<file path="src/rtl/ips_pkg.sv">
package ips_pkg;

  localparam int DATA_W     = 16;
  localparam int COORD_W    = 16;
  localparam int POS_W      = 6;
  localparam int DIM_W      = 7;
  localparam int RAD_W      = 2;
  localparam int OFS_W      = 3;
  localparam int CFG_IDX_W  = 2;
  localparam int CFG_DATA_W = 7;

  localparam logic [CFG_IDX_W-1:0] CFG_IMAGE_WIDTH  = 2'd0;
  localparam logic [CFG_IDX_W-1:0] CFG_IMAGE_HEIGHT = 2'd1;
  localparam logic [CFG_IDX_W-1:0] CFG_INTERP_MODE  = 2'd2;
  localparam logic [CFG_IDX_W-1:0] CFG_PATCH_RADIUS = 2'd3;

  localparam logic [DIM_W-1:0] RST_IMAGE_WIDTH  = 7'd64;
  localparam logic [DIM_W-1:0] RST_IMAGE_HEIGHT = 7'd64;
  localparam logic             RST_INTERP_MODE  = 1'b1;
  localparam logic [RAD_W-1:0] RST_PATCH_RADIUS = 2'd0;

  localparam logic REQ_WRITE  = 1'b0;
  localparam logic REQ_SAMPLE = 1'b1;

  localparam logic MODE_NEAREST  = 1'b0;
  localparam logic MODE_BILINEAR = 1'b1;

  localparam int Q_DEPTH = 2;
  localparam int Q_PTR_W = $clog2(Q_DEPTH);
  localparam int Q_CNT_W = $clog2(Q_DEPTH + 1);

  typedef struct packed {
    logic                      req_type;
    logic signed [COORD_W-1:0] x_coord;
    logic signed [COORD_W-1:0] y_coord;
    logic [POS_W-1:0]          write_col;
    logic [POS_W-1:0]          write_row;
    logic [DATA_W-1:0]         write_value;
    logic                      wr_ok;
  } item_t;

  typedef struct packed {
    logic [DIM_W-1:0] image_width;
    logic [DIM_W-1:0] image_height;
    logic             interp_mode;
    logic [RAD_W-1:0] patch_radius;
  } cfg_t;

endpackage

</file>
<file path="src/rtl/ips_queue.sv">
module ips_queue (
  input  logic            clk,
  input  logic            rst,
  input  logic            push,
  input  ips_pkg::item_t  push_item,
  output logic            full,
  input  logic            pop,
  output logic            valid,
  output ips_pkg::item_t  head
);

  ips_pkg::item_t                slots [ips_pkg::Q_DEPTH];
  logic [ips_pkg::Q_PTR_W-1:0]   wr_ptr;
  logic [ips_pkg::Q_PTR_W-1:0]   rd_ptr;
  logic [ips_pkg::Q_CNT_W-1:0]   count;

  function automatic logic [ips_pkg::Q_PTR_W-1:0] ptr_inc(
    input logic [ips_pkg::Q_PTR_W-1:0] p
  );
    if (p == ips_pkg::Q_PTR_W'(ips_pkg::Q_DEPTH - 1)) return '0;
    return p + 1'b1;
  endfunction

  assign full  = (count == ips_pkg::Q_CNT_W'(ips_pkg::Q_DEPTH));
  assign valid = (count != '0);
  assign head  = slots[rd_ptr];

  always_ff @(posedge clk) begin
    if (rst) begin
      wr_ptr <= '0;
      rd_ptr <= '0;
      count  <= '0;
    end else begin
      if (push) wr_ptr <= ptr_inc(wr_ptr);
      if (pop) rd_ptr <= ptr_inc(rd_ptr);
      count <= count + ips_pkg::Q_CNT_W'(push) - ips_pkg::Q_CNT_W'(pop);
    end
  end

  always_ff @(posedge clk) begin
    if (push) slots[wr_ptr] <= push_item;
  end

endmodule

</file>
<file path="config.mk">
export PLATFORM = sky130hd
export DESIGN_NAME = ips_queue
export DESIGN_NICKNAME = d
export VERILOG_FILES = /design/src/rtl/ips_pkg.sv /design/src/rtl/ips_queue.sv
export SDC_FILE = /design/constraint.sdc
export NUM_CORES = 1
export LEC_CHECK = 0
export ABC_AREA = 1
export BUFFER_PORTS_ARGS = -buffer_cell sky130_fd_sc_hd__clkbuf_2
export CAP_MARGIN = 0
export CORE_MARGIN = 2
export CORE_UTILIZATION = 50
export CTS_CLUSTER_DIAMETER = 40
export DETAILED_ROUTE_END_ITERATION = 10
export PLACE_DENSITY = 0.73
export SYNTH_ARGS = -nofsm -noshare
export SYNTH_HDL_FRONTEND = slang
export SYNTH_SLANG_ARGS = --single-unit
export TNS_END_PERCENT = 5
</file>
<file path="constraint.sdc">
create_clock -name clk -period 10.5 [get_ports clk]
set_clock_uncertainty 0.05 [all_clocks]
set_input_delay 1.575 -clock clk [delete_from_list [all_inputs] [get_ports clk]]
set_output_delay 1.575 -clock clk [all_outputs]
set_load 0.01 [all_outputs]
</file>
Yosys cells after proc, flatten, opt, wreduce, memory -nomap -nowiden
Memory sizes are Yosys's and may differ from the RTL's. A register that Yosys moved wholly into a read port is not among the register bits.
Index checks and enable logic that the tools add are counted.
- memories kept: 1
- logic and storage cells: 24
- RAM bits: 124
- output and inout port bits: 64
- input bits: 66
- flip-flop bits (word level): 4
- memory list (name ; depth ; width ; read ports ; clocked after memory_dff ; write ports ; RTL line ; RTL):
    slots ; 2 ; 62 ; 1 ; 1 ; 1 ; ips_queue.sv:12 ; ips_pkg::item_t slots [ips_pkg::Q_DEPTH];
- mux-type cells: 14
- eq/ne operators: 1
- add/sub/neg operators: 4
- reductions and logical operators: 1
- operators by type and width (operator ; number):
    $mux W1 ; 14
    $add A1 B1 Y1 const B ; 2
    $add A2 B1 Y2 ; 1
    $eq A2 B2 Y1 const B ; 1
    $reduce_bool A2 Y1 ; 1
    $sub A2 B1 Y2 ; 1

Logic depth before layout (Yosys ltp)
Gate-level depths: netlist of the first run.
- depth after elaboration: 6
- gate-level depth with buffers: 9
- gate-level depth less buffers: 9

Least setup slack after synthesis of the first run
OpenSTA, ideal clock, no wires.
- path kind: input-to-reg
- start point: input push
- end point: memory slots[0][0] in the netlist's numbering (enable)
- buffers on the path: 0
- data required time: 9.966 ns
- setup slack: 5.751 ns
- arrival time: 4.216 ns
- setup time: 0.484 ns
- stages on the path: 2
- cells stage by stage: inv_1 nor2_1
- word-level cells in the longest chain between the ends: 2
- ends and longest elaborated chain (what ; RTL line ; RTL):
    start, declared ; ips_queue.sv:4 ; input logic push,
    $mux W1 ; ips_queue.sv:41 ; if (push) slots[wr_ptr] <= push_item;
    $mux W1 (not written as such) ; ips_queue.sv:41 ;
    end, declared ; ips_queue.sv:12 ;
Every way passes these cells.

==> results of run 1 <==
synth_stat cells, drive strengths merged:
master / count
a21oi: 1
nor2: 7
ha: 2
mux2: 62
nor3: 1
buf: 7
xnor2: 1
inv: 8
nand3: 1
edfxtp: 124
nand2: 5
dfxtp: 5
per-layer routing:
layer,global-route usage (%),vias up,share of wire [%]
li1,-,1165,-
met1,17.3,1181,41
met2,25.0,97,49
met3,6.83,14,7.9
met4,8.01,0,2.2
met5,0,-,0
through the flow:
step | cell area [um^2] | utilization (%) | cells | hold WS [ns]
2_1_floorplan | 5000 | - | 224 | 0.430
3_3_place_gp | 5720 | 58.8 | 482 | 0.449
3_5_place_dp | 5720 | 58.8 | 482 | 0.470
4_1_cts | 6350 | 65.3 | 514 | 0.490
5_1_grt | 6350 | 65.3 | 514 | 0.517
6_report | 6350 | 65.3 | 514 | 0.480
final cells by class:
type                       instances  area [um^2]  area share, %
sequential                       129         3830           60.2
multi-input combinational         80         1020           16.1
timing repair buffer             132          668           10.5
clock buffer                      19          422           6.64
clock inverter                    13          215           3.39
tap                              133          166           2.62
inverter                           8         30.0          0.473
logic make-up after synthesis:
kind of cell | Yosys count | synth area share (%)
buffers and inverters | 15 | 3.23
multiplexers | 62 | 18.5
flip-flops | 129 | 76.4
AO/OA/AOI/OAI | 1 | 0.100
adder cells (fa/ha/maj) | 2 | 0.500
XOR/XNOR | 1 | 0.175
AND/OR/NAND/NOR | 14 | 1.10
power by group through the flow:
stage | combinational [mW] | sequential, mW | clock, mW
2_1_floorplan | 0.0953 | 0.613 | 0
3_3_place_gp | 0.129 | 0.618 | 0
3_5_place_dp | 0.132 | 0.620 | 0
4_1_cts | 0.132 | 0.610 | 0.638
5_1_grt | 0.141 | 0.612 | 0.660
6_report | 0.130 | 0.609 | 0.628
how the worst min path moves through the flow:
stage / end / from / cells past startpoint
after floorplan: flip-flop / rd_ptr / 2
after global placement: rd_ptr / rd_ptr / 2
after detailed placement: flip-flop / rd_ptr / 2
after CTS: flip-flop / rd_ptr / 2
after global routing: flip-flop / rd_ptr / 2
final: flip-flop / rd_ptr / 2
critical path, cell delays in order (launching register included):
cell and delay [ns]:
dfxtp_4 0.67, buf_4 0.62, mux2_2 0.40, clkbuf_2 0.13
state kept, by name, indices dropped and copies added (netlist names), named ones only:
signal	count
wr_ptr	1
count	2
slots	124
rd_ptr	1
==> impl_metrics.tcl, run 1 <==
set metrics [dict create \
    cts_hold_buffers 0 \
    r2r_start "wr_ptr" \
    num-fill-cells 729 \
    ys_top_cells_by_area "edfxtp_1 74%, mux2_4 18%, buf_12 2.4%, dfxtp_1 2.0%, inv_1 0.60%" \
    core_area_um2 9730 \
    clock_power_share_pct 45.9 \
    finalHoldViolCount 0 \
    routed_via_density 4.78 \
    layout_commonest_cell "clkbuf_2" \
    grt_pass1_wl_um 12300 \
    synth_cells 224 \
    rsz0062_at_grt "false" \
    p_int_mw 1.09 \
    path_class "reg -> out" \
    cp.required_ns 8.88 \
    grt_max_degree 63 \
    wire_per_inst_um 15.7 \
    yosysTopAreaCell "edfxtp_1" \
    rows 36 \
    p_sw_share_pct 19.9 \
    post_cts_resized 0 \
    slew_violations 0 \
    r2r_end "slots[1][47]" \
    drive_gt1_share_pct 59.1 \
    period_minus_slack_ns 4.01 \
    timing.final.ws_setup_ns 6.49 \
    critical_path.max_fanout 35 \
    wl_um 8050 \
    nNetsFinal 436 \
    numCtsBuffers 17 \
    port_buffers 129 \
    clock-sinks 129 \
    first_pass_iters 4 \
    maxSlewHeadroom_pct 43.3 \
    ys_warn_count 0 \
    clk_latency_ns 0.51 \
    dieArea_um2 10800 \
    root_buffer "clkbuf_8" \
    layout_common_cells "129 x clkbuf_2, 124 x edfxtp_1, 60 x mux2_4" \
    p_comb_share_pct 9.5 \
    p_leak_nw 2.61 \
    reg2reg_depth 3 \
    die_h_um 104 \
    setup_viol 0 \
    synth.avg_cell_area_um2 22.3 \
    gp_congestion 0.727 \
    first_iter_violations 122 \
    p_switching_mw 0.272 \
    ant_nets 0 \
    fp.dieW_um 104 \
    crit_end "head[51]" \
    r2r_setup_slack_ns 8.72 \
    via_count 2457 \
    netlist.area_leader.share_pct 74.4 \
    post-route-period-util_pct 38.2 \
    arrival_ns 2.38 \
    status "completed" \
    area_delta_synth_final_pct 27.0 \
    h-tree-depth 4 \
    drcViolationCount 0 \
    syn_area_um2 5000 \
    grt-ovfl-total 0 \
    power_mw 1.37 \
    postCtsSetupRepairBufs 0 \
    p_per_area_nw_per_um2 215 \
    synth_seq_cells 129 \
    synth_nets 292 \
    drv_cap 0 \
    dpl.hpwl_um 5240 \
    clk_pin_slew_ns 0.06 \
    seqPwrFrac_pct 44.6 \
    dp_slack_ns 7.00 \
    ios 130 \
    synth_cell_types 14 \
    cts_tree "built" \
    grt_pass1_vias 2561 \
    yosysSeqAreaShare_pct 76.4 \
    grt_usage_pct 15.4 \
    setup_tns_ns 0 \
    antenna_found_initial 0 \
    peakVddDrop_uv 97.7 \
    initial_core_util_pct 51.4 \
    min_path_type "reg -> reg" \
    clock_path_buffers 2 \
    critPathLaunchType "flip-flop" \
    crit_path_end_kind "output pin" \
    worst_pin_slew_ns 0.851 \
    fmax_ghz 0.250 \
    diodes 0 \
]
(Power assumes the default switching activity.)
==> run 2: changes to the inputs <==
--- a/config.mk
+++ b/config.mk
@@ -9,10 +9,10 @@
 export BUFFER_PORTS_ARGS = -buffer_cell sky130_fd_sc_hd__clkbuf_2
 export CAP_MARGIN = 0
 export CORE_MARGIN = 2
-export CORE_UTILIZATION = 50
+export CORE_UTILIZATION = 47
 export CTS_CLUSTER_DIAMETER = 40
 export DETAILED_ROUTE_END_ITERATION = 10
-export PLACE_DENSITY = 0.73
+export PLACE_DENSITY = 0.72
 export SYNTH_ARGS = -nofsm -noshare
 export SYNTH_HDL_FRONTEND = slang
 export SYNTH_SLANG_ARGS = --single-unit
==> constraint.sdc (replaced) <==
create_clock -name clk -period 3.5 [get_ports clk]
set_clock_uncertainty 0.05 [all_clocks]
set_input_delay 0.525 -clock clk [delete_from_list [all_inputs] [get_ports clk]]
set_output_delay 0.525 -clock clk [all_outputs]
set_load 0.01 [all_outputs]
==> impl_metrics.tcl, run 2 (synthesized netlist as in run 1, its figures left out) <==
set metrics [dict create \
    status "completed" \
    maxSlewHeadroom_pct 42.2 \
    finalHoldViolCount 0 \
    cp_slowest_cell "dfxtp_4" \
    core_area_um2 10300 \
    num-fill-cells 765 \
    rsz0062_at_grt "false" \
    r2r_start "wr_ptr" \
    path_class "reg -> out" \
    drive_gt1_share_pct 59.8 \
    antenna_found_initial 0 \
    die_h_um 107 \
    rows 37 \
    cts_tree "built" \
    first_iter_violations 96 \
    numCtsBuffers 17 \
    dpl.hpwl_um 5440 \
    p_per_area_nw_per_um2 609 \
    multi_input_area_um2 1020 \
    clk_pin_slew_ns 0.06 \
    top_register "slots" \
    area_delta_synth_final_pct 26.1 \
    post-route-period-util_pct 77.7 \
    grt_max_degree 36 \
    reg2reg_depth 3 \
    post_cts_resized 0 \
    largest_reg_flops 124 \
    slew_violations 0 \
    postCtsSetupRepairBufs 0 \
    path_cells "buf_4, mux2_2, clkbuf_2" \
    initial_core_util_pct 48.5 \
    diodes 0 \
    cp.required_ns 2.92 \
    ant_nets 0 \
    via_count 2479 \
    setup_tns_ns 0 \
    setup_viol 0 \
    gp_congestion 0.696 \
    power_mw 3.84 \
    clock_path_buffers 2 \
    reg_top3 "slots x124, count x2" \
    period_minus_slack_ns 2.72 \
    layout_commonest_cell "clkbuf_2" \
    fmax_ghz 0.368 \
    r2r_end "slots[1][48]" \
    cp_top_family "flip-flops" \
    routed_via_density 4.78 \
    worst_pin_slew_ns 0.866 \
    grt_usage_pct 14.7 \
    min_to "slots[0][5]" \
    root_buffer "clkbuf_8" \
    wl_um 8180 \
    nNetsFinal 438 \
    grt-ovfl-total 0 \
    grt_pass1_wl_um 12300 \
    grt_pass1_vias 2568 \
    worst-path-buf-inv 2 \
    p_leak_nw 2.58 \
    clock-sinks 129 \
    cts_hold_buffers 0 \
    h-tree-depth 4 \
    port_buffers 129 \
    crit_path_end_kind "output pin" \
    arrival_ns 2.14 \
    wire_per_inst_um 15.8 \
    ios 130 \
    drcViolationCount 0 \
    peakVddDrop_uv 340 \
    dieArea_um2 11500 \
    fp.dieW_um 107 \
    layout_common_cells "129 x clkbuf_2, 124 x edfxtp_1, 60 x mux2_4" \
    hold_path_depth 1 \
    first_pass_iters 4 \
    worstHoldStart "push_item[5]" \
    min_path_type "in -> reg" \
    critical_path.max_fanout 33 \
    clk_latency_ns 0.49 \
    max_stage_delay_ns 0.74 \
    seqCellArea_um2 3830 \
    r2r_setup_slack_ns 1.65 \
    critPathLaunchType "flip-flop" \
    drv_cap 0 \
]
[run 2: final cells by class]
type | count | share of cell area (%)
Sequential cell | 129 | 60.7
Multi-Input combinational cell | 80 | 16.2
Timing Repair Buffer | 134 | 11.0
Clock buffer | 17 | 6.57
Tap cell | 136 | 2.70
Clock inverter | 15 | 2.28
Inverter | 8 | 0.476
[run 2: through the flow]
step	cell area (um^2)	util (%)	instances	worst slack [ns]	hold WS (ns)
after floorplan	5000	-	224	0.873	0.430
after global placement	5750	55.7	487	1.26	0.447
after detailed placement	5750	55.7	487	1.25	0.456
after CTS	6310	61.1	519	0.712	0.138
after global routing	6310	61.1	519	0.642	0.133
final	6310	61.1	519	0.782	0.167
[run 2: report_power, final]
group	leakage (nW)	internal [mW]	total, mW	switching (mW)
sequential	1.21	1.79	1.83	0.0412
combinational	1.11	0.210	0.392	0.182
clock	0.265	1.00	1.62	0.613
total	2.58	3.00	3.84	0.836
[run 2: layer usage]
layer | up-vias | global-route usage, % | routed length, um
met2 | 101 | 24.0 | 4070
li1 | 1160 | - | -
met1 | 1210 | 17.9 | 3470
met4 | 0 | 6.12 | 82
met3 | 8 | 4.92 | 561
met5 | - | 0 | 0
[run 2: worst max path at each step]
stage              start           to  slack, ns  cells after the start
5_1_grt        flip-flop     head[50]       0.64                      3
6_report       flip-flop     head[50]       0.78                      3
3_3_place_gp   flip-flop     head[50]       1.26                      3
2_1_floorplan       push  slots[0][0]       0.87                      2
4_1_cts        flip-flop     head[50]       0.71                      3
3_5_place_dp   flip-flop     head[50]       1.25                      3
==> run 3: changes to the inputs <==
--- a/config.mk
+++ b/config.mk
@@ -5,7 +5,7 @@
 export SDC_FILE = /design/constraint.sdc
 export NUM_CORES = 1
 export LEC_CHECK = 0
-export ABC_AREA = 1
+export ABC_AREA = 0
 export BUFFER_PORTS_ARGS = -buffer_cell sky130_fd_sc_hd__clkbuf_2
 export CAP_MARGIN = 0
 export CORE_MARGIN = 2
==> constraint.sdc (replaced) <==
create_clock -name clk -period 2.2 [get_ports clk]
set_clock_uncertainty 0.05 [all_clocks]
set_input_delay 0.33 -clock clk [delete_from_list [all_inputs] [get_ports clk]]
set_output_delay 0.33 -clock clk [all_outputs]
set_load 0.01 [all_outputs]
==> impl_metrics.tcl, run 3 <==
set metrics [dict create \
    status "completed" \
    min_path_type "in -> reg" \
    rsz0062_at_grt "false" \
    gp_congestion 0.649 \
    drcViolationCount 0 \
    layout_commonest_cell "clkbuf_2" \
    slew_violations 0 \
    peakVddDrop_uv 514 \
    synth_cells 214 \
    crit_path_end_kind "output pin" \
    grt_pass1_wl_um 13200 \
    cts_hold_buffers 63 \
    use_met3_pct 4.50 \
    worstHoldStart "pop" \
    synth_seq_cells 129 \
    grt_use_met2_pct 26.7 \
    largest_reg_flops 124 \
    antenna_found_initial 0 \
    use_met1_pct 18.1 \
    r2r_setup_slack_ns 0.73 \
    layout_common_cells "129 x clkbuf_2, 124 x edfxtp_1, 63 x dlygate4sd3_1" \
    busiest_layer "met2" \
    wl_um 8570 \
    ios 130 \
    drive_gt1_share_pct 52.9 \
    drv_cap 0 \
    async_flop_share_pct 0 \
    synth_nets 282 \
    synth_cell_types 14 \
    grt_pass1_vias 2715 \
    diodes 0 \
    clock-sinks 129 \
    reg_top3 "slots x124, count x2" \
    critPathLaunchType "flip-flop" \
    cp.required_ns 1.82 \
    top_register "slots" \
    synth-edff-count 124 \
    die_h_um 107 \
    via_count 2664 \
    arrival_ns 1.64 \
    path_class "reg -> out" \
    ant_nets 0 \
    r2r_start "wr_ptr" \
    yosysTopAreaCell "edfxtp_1" \
    grt-ovfl-total 0 \
    p_per_area_nw_per_um2 904 \
    post_cts_resized 0 \
    area_delta_synth_final_pct 39.2 \
    numCtsBuffers 17 \
    clock_path_buffers 2 \
    post-route-period-util_pct 92.0 \
    synth_flop_cell "edfxtp_1" \
    ys_top_cells_by_area "edfxtp_1 75%, mux2_4 18%, buf_12 2.4%, dfxtp_1 2.0%, ha_1 0.50%" \
    rows 37 \
    wire_per_inst_um 15.0 \
    first_iter_violations 132 \
    root_buffer "clkbuf_8" \
    worst_pin_slew_ns 0.511 \
    cts_tree "built" \
    critical_path.max_fanout 35 \
    finalHoldViolCount 0 \
    synth.avg_cell_area_um2 23.4 \
    dieArea_um2 11500 \
    routed_via_density 4.65 \
    postCtsSetupRepairBufs 0 \
    synth_common_cells "124 x edfxtp_1, 60 x mux2_4, 6 x buf_12" \
    reg2reg_depth 2 \
    period_minus_slack_ns 2.02 \
    netlist.area_leader.share_pct 74.5 \
    yosysSeqAreaShare_pct 76.5 \
    holdWs_ns 0.0768 \
    p_leak_nw 2.83 \
    dp_slack_ns 0.680 \
    ys_warn_count 0 \
    h-tree-depth 4 \
    fmax_ghz 0.494 \
    r2r_end "slots[1][22]" \
    initial_core_util_pct 48.4 \
    first_pass_iters 4 \
    yosysMostFrequentCell "edfxtp_1" \
    fp.dieW_um 107 \
    clk_pin_slew_ns 0.06 \
    final_core_utilization_pct 67.4 \
    core_area_um2 10300 \
    hold_path_depth 3 \
    clk_latency_ns 0.50 \
    setup_viol 0 \
    port_buffers 129 \
    timing.final.ws_setup_ns 0.176 \
    grt_max_degree 38 \
    grt_usage_pct 15.6 \
    nNetsFinal 492 \
    syn_area_um2 5000 \
    maxSlewHeadroom_pct 65.9 \
    dpl.hpwl_um 5270 \
]
-- run 3: cell types whose count changed after synthesis, sizes merged --
cell	before	now
and2	0	1
or2	0	1
nor2	7	4
inv	8	2
nor2b	0	3
nand3	1	0
xnor3	0	1
nand2	5	0
nor3	1	0
a21oi	1	0
xnor2	1	2
-- run 3: cell families after synthesis --
kind of cell  Yosys count  share of synthesized area (%)
buf+inv                 9                           2.78
flops                 129                           76.5
mux                    62                           18.5
simple gates            9                          0.927
fa+ha+maj               2                          0.501
xor+xnor                3                          0.801
-- run 3: critical path: stages (launching register included) --
cell	delay (ns)
dfxtp_4	0.37
buf_12	0.27
mux2_2	0.37
clkbuf_2	0.13
-- run 3: layout make-up --
type / count / area (um^2)
Multi-Input combinational cell: 76 / 1040
Clock inverter: 14 / 143
Sequential cell: 129 / 3830
Fill cell: 697 / 3370
Clock buffer: 18 / 418
Timing Repair Buffer: 198 / 1350
Tap cell: 136 / 170
Inverter: 2 / 7.51
-- run 3: where the power goes --
part,internal [mW],switching [mW],leakage [nW]
Sequential,2.87,0.0448,1.21
Combinational,0.451,0.355,1.36
Clock,1.60,0.968,0.260
Total,4.92,1.37,2.83
-- run 3: stage by stage --
stage / cell area [um^2] / cells / power [mW] / setup TNS (ns)
2_1_floorplan: 5000 / 214 / 3.45 / -9.47
3_3_place_gp: 5760 / 478 / 3.67 / 0
3_5_place_dp: 5760 / 478 / 3.69 / 0
4_1_cts: 6960 / 573 / 6.37 / 0
5_1_grt: 6960 / 573 / 6.53 / 0
6_report: 6960 / 573 / 6.29 / 0
-- run 3: worst max path at each step --
stage               slack, ns  cells past startpoint            to
CTS                      0.14                      3      head[51]
global placement         0.69                      3      head[51]
finish                   0.18                      3      head[51]
detailed placement       0.68                      3  slots[1][20]
floorplan               -0.15                      1   slots[1][0]
global route              0.1                      3      head[51]
-- run 3: layer usage --
layer | share of wire [%] | vias to the layer above
met4 | 1.2 | 0
li1 | - | 1267
met5 | 0 | -
met3 | 5.5 | 12
met1 | 41 | 1295
met2 | 52 | 90
